==> config.mk <==
export PLATFORM = sky130hd
export DESIGN_NAME = cnv_ctrl
export DESIGN_NICKNAME = d
export VERILOG_FILES = /design/src/rtl/cnv_pkg.sv /design/src/rtl/cnv_ctrl.sv
export SDC_FILE = /design/constraint.sdc
export NUM_CORES = 1
export LEC_CHECK = 0
export BUFFER_PORTS_ARGS = -buffer_cell sky130_fd_sc_hd__buf_4
export CORE_AREA = 2 2 39 41
export CTS_CLUSTER_SIZE = 16
export DETAILED_ROUTE_END_ITERATION = 8
export DIE_AREA = 0 0 41 43
export GPL_TIMING_DRIVEN = 0
export PLACE_DENSITY = 0.63
export SLEW_MARGIN = 20
export SYNTH_ARGS = -nofsm -noshare
export SYNTH_HDL_FRONTEND = slang
export SYNTH_SLANG_ARGS = --single-unit
==> constraint.sdc <==
create_clock -name clk_i -period 4.15 [get_ports clk_i]
set_input_delay 0.83 -clock clk_i [delete_from_list [all_inputs] [get_ports clk_i]]
set_output_delay 0.83 -clock clk_i [all_outputs]
set_load 0.05 [all_outputs]
==> src/rtl/cnv_pkg.sv <==
package cnv_pkg;

  localparam int unsigned StackDepth  = 8;
  localparam int unsigned DescEntries = 16;
  localparam int unsigned SlotW       = $clog2(DescEntries);
  localparam int unsigned StkIdxW     = $clog2(StackDepth);
  localparam int unsigned LevelW      = 4;

  typedef enum logic [2:0] {
    KIND_LOAD   = 3'd0,
    KIND_PUSH   = 3'd1,
    KIND_POP    = 3'd2,
    KIND_VERIFY = 3'd3,
    KIND_CLEAR  = 3'd4,
    KIND_FINAL  = 3'd5
  } kind_e;

  typedef enum logic [3:0] {
    ST_OK        = 4'd0,
    ST_WRONG_SZ  = 4'd1,
    ST_TOO_SMALL = 4'd2,
    ST_TWICE     = 4'd3,
    ST_OUTSIDE   = 4'd4,
    ST_EMPTY     = 4'd5,
    ST_PAST_END  = 4'd6,
    ST_MISSING   = 4'd7,
    ST_NONE_FIN  = 4'd8,
    ST_ADV_OVER  = 4'd9,
    ST_FULL      = 4'd10
  } status_e;

  typedef enum logic [2:0] {
    S_IDLE,
    S_DECIDE,
    S_SCAN_MISS,
    S_SCAN_POP,
    S_COMPACT,
    S_FINAL_SCAN
  } state_e;

  typedef struct packed {
    logic [2:0]  kind;
    logic [31:0] chunk_id;
    logic [63:0] chunk_size;
    logic [63:0] begin_pos;
    logic [63:0] end_pos;
    logic [63:0] adv_len;
    logic [3:0]  desc_slot;
    logic        desc_exact;
    logic        desc_once;
    logic [15:0] desc_required;
    logic        desc_finish;
  } cnv_in_t;

  typedef struct packed {
    logic [3:0]  status;
    logic [31:0] chunk_id_out;
    logic [63:0] chunk_size_out;
    logic        finish_event;
    logic [15:0] missing_mask;
    logic [3:0]  level;
    logic        last;
  } cnv_out_t;

  // Commands from controller to datapath.
  typedef struct packed {
    logic capture;      // register the input item and look up the ID
    logic exec_simple;  // load, push, verify, clear, pop errors, final on empty stack: one result
    logic scan_start;   // set the scan index to the top entry
    logic scan_step;    // examine one entry and move down
    logic scan_pop;     // pop scan (emit pops) rather than missing scan
    logic scan_final;   // final check scan
    logic emit_tail;    // emit trailing single result (status 8 or final ok)
    logic compact_step; // move one entry during compaction
    logic compact_start;
  } cnv_cmd_t;

  // Status from datapath to controller.
  typedef struct packed {
    kind_e kind;
    logic  empty;
    logic  past_end;
    logic  scan_done;
    logic  any_hit;      // a missing result was produced, or a pop was found
    logic  compact_done;
  } cnv_sts_t;

endpackage

==> src/rtl/cnv_ctrl.sv <==
module cnv_ctrl
  import cnv_pkg::*;
(
  input  logic     clk_i,
  input  logic     rst_ni,
  input  logic     start_i,
  output logic     busy_o,
  input  cnv_sts_t sts_i,
  output cnv_cmd_t cmd_o
);

  state_e state_q, state_d;

  always_ff @(posedge clk_i or negedge rst_ni) begin
    if (!rst_ni) begin
      state_q <= S_IDLE;
    end else begin
      state_q <= state_d;
    end
  end

  always_comb begin
    state_d = state_q;
    unique case (state_q)
      S_IDLE: begin
        if (start_i) state_d = S_DECIDE;
      end
      S_DECIDE: begin
        priority if (sts_i.kind == KIND_POP && !sts_i.empty && !sts_i.past_end) begin
          state_d = S_SCAN_MISS;
        end else if (sts_i.kind == KIND_FINAL && !sts_i.empty) begin
          state_d = S_FINAL_SCAN;
        end else begin
          state_d = S_IDLE;
        end
      end
      S_SCAN_MISS: begin
        if (sts_i.scan_done) state_d = sts_i.any_hit ? S_IDLE : S_SCAN_POP;
      end
      S_SCAN_POP: begin
        if (sts_i.scan_done) state_d = sts_i.any_hit ? S_COMPACT : S_IDLE;
      end
      S_COMPACT: begin
        if (sts_i.compact_done) state_d = S_IDLE;
      end
      S_FINAL_SCAN: begin
        if (sts_i.scan_done) state_d = S_IDLE;
      end
      default: state_d = S_IDLE;
    endcase
  end

  always_comb begin
    cmd_o  = '0;
    busy_o = (state_q != S_IDLE);
    unique case (state_q)
      S_IDLE: cmd_o.capture = start_i;
      S_DECIDE: begin
        priority if (sts_i.kind == KIND_POP && !sts_i.empty && !sts_i.past_end) begin
          cmd_o.scan_start = 1'b1;
        end else if (sts_i.kind == KIND_FINAL && !sts_i.empty) begin
          cmd_o.scan_start = 1'b1;
        end else begin
          cmd_o.exec_simple = 1'b1;
        end
      end
      S_SCAN_MISS: begin
        cmd_o.scan_step = 1'b1;
        if (sts_i.scan_done && !sts_i.any_hit) cmd_o.scan_start = 1'b1;
      end
      S_SCAN_POP: begin
        cmd_o.scan_step = 1'b1;
        cmd_o.scan_pop  = 1'b1;
        if (sts_i.scan_done && !sts_i.any_hit) cmd_o.emit_tail = 1'b1;
        if (sts_i.scan_done && sts_i.any_hit) cmd_o.compact_start = 1'b1;
      end
      S_COMPACT: cmd_o.compact_step = 1'b1;
      S_FINAL_SCAN: begin
        cmd_o.scan_step  = 1'b1;
        cmd_o.scan_final = 1'b1;
        if (sts_i.scan_done && !sts_i.any_hit) cmd_o.emit_tail = 1'b1;
      end
      default: ;
    endcase
  end

`ifndef NO_ASSERTIONS
  a_start_leaves_idle: assert property (@(posedge clk_i) disable iff (!rst_ni)
    (state_q == S_IDLE && start_i) |=> state_q == S_DECIDE)
    else $error("start not taken");
  a_decide_one_cycle: assert property (@(posedge clk_i) disable iff (!rst_ni)
    state_q == S_DECIDE |=> state_q != S_DECIDE)
    else $error("decide held");
  a_compact_from_pop: assert property (@(posedge clk_i) disable iff (!rst_ni)
    $rose(state_q == S_COMPACT) |-> $past(state_q) == S_SCAN_POP)
    else $error("compaction without pop scan");
`endif

endmodule

==> Yosys cells after proc, flatten, opt, wreduce, memory -nomap -nowiden <==
Index checks and enable logic that the tools add are counted.
{ "word_totals": {"latch_bits": 0, "mem_bits_rw": 0, "out_inout_bits": 10, "wordCells": 51, "rom_bits": 0, "n_memories": 0, "regBits": 3, "input_bits": 11} }
{ "op_classes": {"n_div": 0, "reduce_logical": 13, "mux": 25, "bitwise": 0, "eq_ne": 12, "addsub": 0, "mul": 0, "order_cmp": 0, "shifts": 0} }
{ "op_table": {"columns": ["cell", "count"], "rows": [
  ["$mux W3", 8],
  ["$pmux W3 S6", 1],
  ["$mux W1", 14],
  ["$ne A2 B2 Y1 const B", 5],
  ["$eq A3 B2 Y1 const B", 3],
  ["$eq A3 B3 Y1 const B", 3],
  ["$logic_and A1 B1 Y1", 5],
  ["$reduce_and A5 Y1", 1],
  ["$eq A3 B1 Y1 const B", 1],
  ["$logic_not A1 Y1", 3],
  ["$logic_not A3 Y1", 1],
  ["$reduce_bool A3 Y1", 1],
  ["$reduce_or A3 Y1", 1],
  ["$mux W2", 1],
  ["$pmux W1 S2", 1],
  ["$reduce_or A2 Y1", 1]
]} }

==> Logic depth before layout (Yosys ltp) <==
{ "logic_depth": {"ltp_word": 5, "depth_mapped": 4, "mapped_depth_nobuf": 4} }

==> Worst setup path after synthesis <==
No wires, ideal clock.
{ "synth_path": {"path_type": "input to output", "from": "input sts_i[5] in the netlist's numbering", "to": "output cmd_o[6] in the netlist's numbering", "arrival_time_ns": 2.375, "cell_stages": 4, "setup_slack_ns": 0.945, "required_time_ns": 3.320, "path_cell_list": "or4b_4 -> a21oi_1 -> nand3b_1 -> a21oi_1"} }
{ "synth_lines": {"columns": ["element", "line_no", "source"], "rows": [
  ["start: declaration", "cnv_ctrl.sv:8", "input cnv_sts_t sts_i,"],
  ["end: declaration", "cnv_ctrl.sv:9", "output cnv_cmd_t cmd_o"]
]} }

==> summary.md <==
| Metric | Value |
|---|---|
| IO buf count | `20` |
| Io pins | `21` |
| GRT Residual Overflow | `0` |
| Setup bufs post-CTS | `0` |
| Final cell count without fillers | `85` |
| TritonCTS sink count | `3` |
| Biggest register | `state_q` |
| Dpl hpwl | `679.6 um` |
| Initial antenna violation count | `0` |
| Syn Nets | `56` |
| Drc violations | `0` |
| Tcrit/Tclk final | `71.20%` |
| Clk_skew | `0.006093 ns` |
| Total GRT Usage | `10.84%` |
| Post_cts resized | `0` |
| Sequential share of the synthesized area | `22.90%` |
| Fin. max-slew vios | `0` |
| Placed insts | `81` |
| Number of synthesized flops with an enable pin | `0` |
| Largest regs | `state_q x3` |
| Most common cell after layout, fill and taps aside | `buf_4` |
| CP Capture Type | `output port` |
| Clk slew on worst S/H paths | `0.04 ns` |
| Post-synth cell types | `23` |
| WP data required | `3.32 ns` |
| Initial Util | `23.69%` |
| Die footprint | `1763 um^2` |
| CTS hold repair buffers | `0` |
| Avg Cell Area, Syn | `7.285 um^2` |
| Synth warn | `0` |
| Setup ws final | `1.195 ns` |
| Synth Flop Type | `dfrtp_1` |
| First-pass DRT Iterations | `3` |
| VDD IR max | `0.2973 mV` |
| Hold Crit Class | `in -> async` |
| Clock Latency Late Sink | `0.23 ns` |
| First-pass GRT wire length | `1.276 mm` |
| Number of setup violations in the final report | `0` |
| Mapped Area | `327.8 um^2` |
| CTS Buffer Depth | `2` |
| Setup TNS | `0 ns` |
| Crit Path Category | `in -> out` |
| Max-slew headroom | `84.40%` |
| Fmax | `0.3384 GHz` |
| Core area | `1384 um^2` |
| Final nets | `81` |
| Vias after detailed routing | `406` |
| Post-Synthesis Cells | `45` |
| Power per Cell Area | `842.0 nW/um^2` |
| Status | `complete, no violations` |
| Crit Path Max Fanout | `3` |
| Iter 0 DRT Violations | `2` |
| Row count | `14` |
| Die X | `41 um` |
| GP Congestion | `0.7726` |
| Largest register FFs | `3` |
| FFs w/ async S/R, synth | `100.0%` |
| RSZ-0062 raised after global routing | `false` |
| Leak | `0.0002687 uW` |
| Antenna diodes | `0` |
| Commonest cells after routing, fill and taps aside | `buf_4 (20), nor2_1 (5), a21oi_1 (4), nand2_1 (4)` |
| Worst-Margin Slew | `0.2318 ns` |
| Vias in the first global route | `321` |
| Detail Route Antenna Nets | `0` |
| Largest net degree at the start of global routing | `11` |
| Via-to-Cell Ratio | `4.776` |
| TritonCTS clock tree | `done` |
| Layout cells sized above 1 | `39.13%` |
| Drt wl/cell | `9.612 um` |
| Max-Cap Viols | `0` |
| Synthesis-to-finish area growth | `59.92%` |
| Flop and latch count out of synthesis | `3` |
| Crit path launch type | `input pin` |
| CP Data Arrival Time | `2.12 ns` |
| Place WS | `1.210 ns` |
| Clock period minus worst slack | `2.955 ns` |
| Routed WL | `817 um` |
| Final hold vios | `0` |
| H-tree levels | `1` |
| Smallest hold slack | `0.3779 ns` |
| CTS root buf | `clkbuf_4` |
| Die Height | `43 um` |
| Num CTS Buffers | `3` |
-- cells by family (layout without fill, tap and decap cells) --
| kind of cell | after synthesis | count (layout) | share of synthesized area (%) |
|---|---|---|---|
| buf+inv | 5 | 29 | 6.488 |
| mux | 2 | 2 | 6.107 |
| flops | 3 | 3 | 22.90 |
| simple gates | 26 | 26 | 46.56 |
| compound gates | 9 | 9 | 17.94 |
-- stage by stage --
step                      utilization [%]  cell area [um^2]  power [uW]
after detailed placement            35.99             498.0       393.8
after global placement              35.99             498.0       391.0
final                               37.88             524.3       441.4
after CTS                           37.88             524.3       446.8
after global routing                37.88             524.3       473.3
after floorplan                         -             327.8       304.5
-- layout make-up --
type | count | area, um^2
Buffer | 2 | 10.01
Clock buffer | 4 | 26.28
Multi-Input combinational cell | 37 | 231.5
Tap cell | 16 | 20.02
Fill cell | 160 | 859.6
Inverter | 3 | 11.26
Sequential cell | 3 | 75.07
Timing Repair Buffer | 20 | 150.1
-- worst paths after layout --
path	from	endpoint	slack (ns)	depth (start not counted)
worst max-delay path	sts_i[5]	cmd_o[6]	1.20	6
worst min register to register	state_q[2]	state_q[1]	0.59	1
min in group clk_i	state_q[2]	state_q[1]	0.59	1
max in group asynchronous	rst_ni	state_q[2]	3.67	1
worst min-delay path	rst_ni	state_q[0]	0.38	1
worst max register to register	state_q[2]	state_q[0]	2.81	4
-- worst max-delay path: stages --
cell and delay, ns:
buf_4 0.12, or4b_4 0.53, a21oi_1 0.18, nand3b_1 0.09, a21oi_1 0.16, buf_4 0.22
-- layer usage --
layer | wire length (um) | GRT usage (%)
met5 | 0 | 0
met4 | 0 | 6.000
met3 | 61 | 4.712
met2 | 373 | 14.69
met1 | 383 | 13.83
-- Yosys cell counts, types with 2 or more instances --
master	number	share of area [%]
nand3b_1	2	4.6
nand2_1	4	4.6
and2_1	2	3.8
inv_1	3	3.4
nor2_1	5	5.7
nor3_1	3	4.6
dfrtp_1	3	23
nor2b_1	2	3.8
a21oi_1	4	6.1
buf_2	2	3.1
mux2i_1	2	6.1
nor3b_1	2	4.6
-- where the power goes --
group	leakage, uW	switching [uW]	internal, uW	total [uW]
Combinational	0.000215	219	111	330
Clock	0.0000150	14.2	36.0	50.2
Sequential	0.0000390	18.3	43.1	61.5
Total	0.000269	251	190	441
Power figures use the tool's default switching activity.
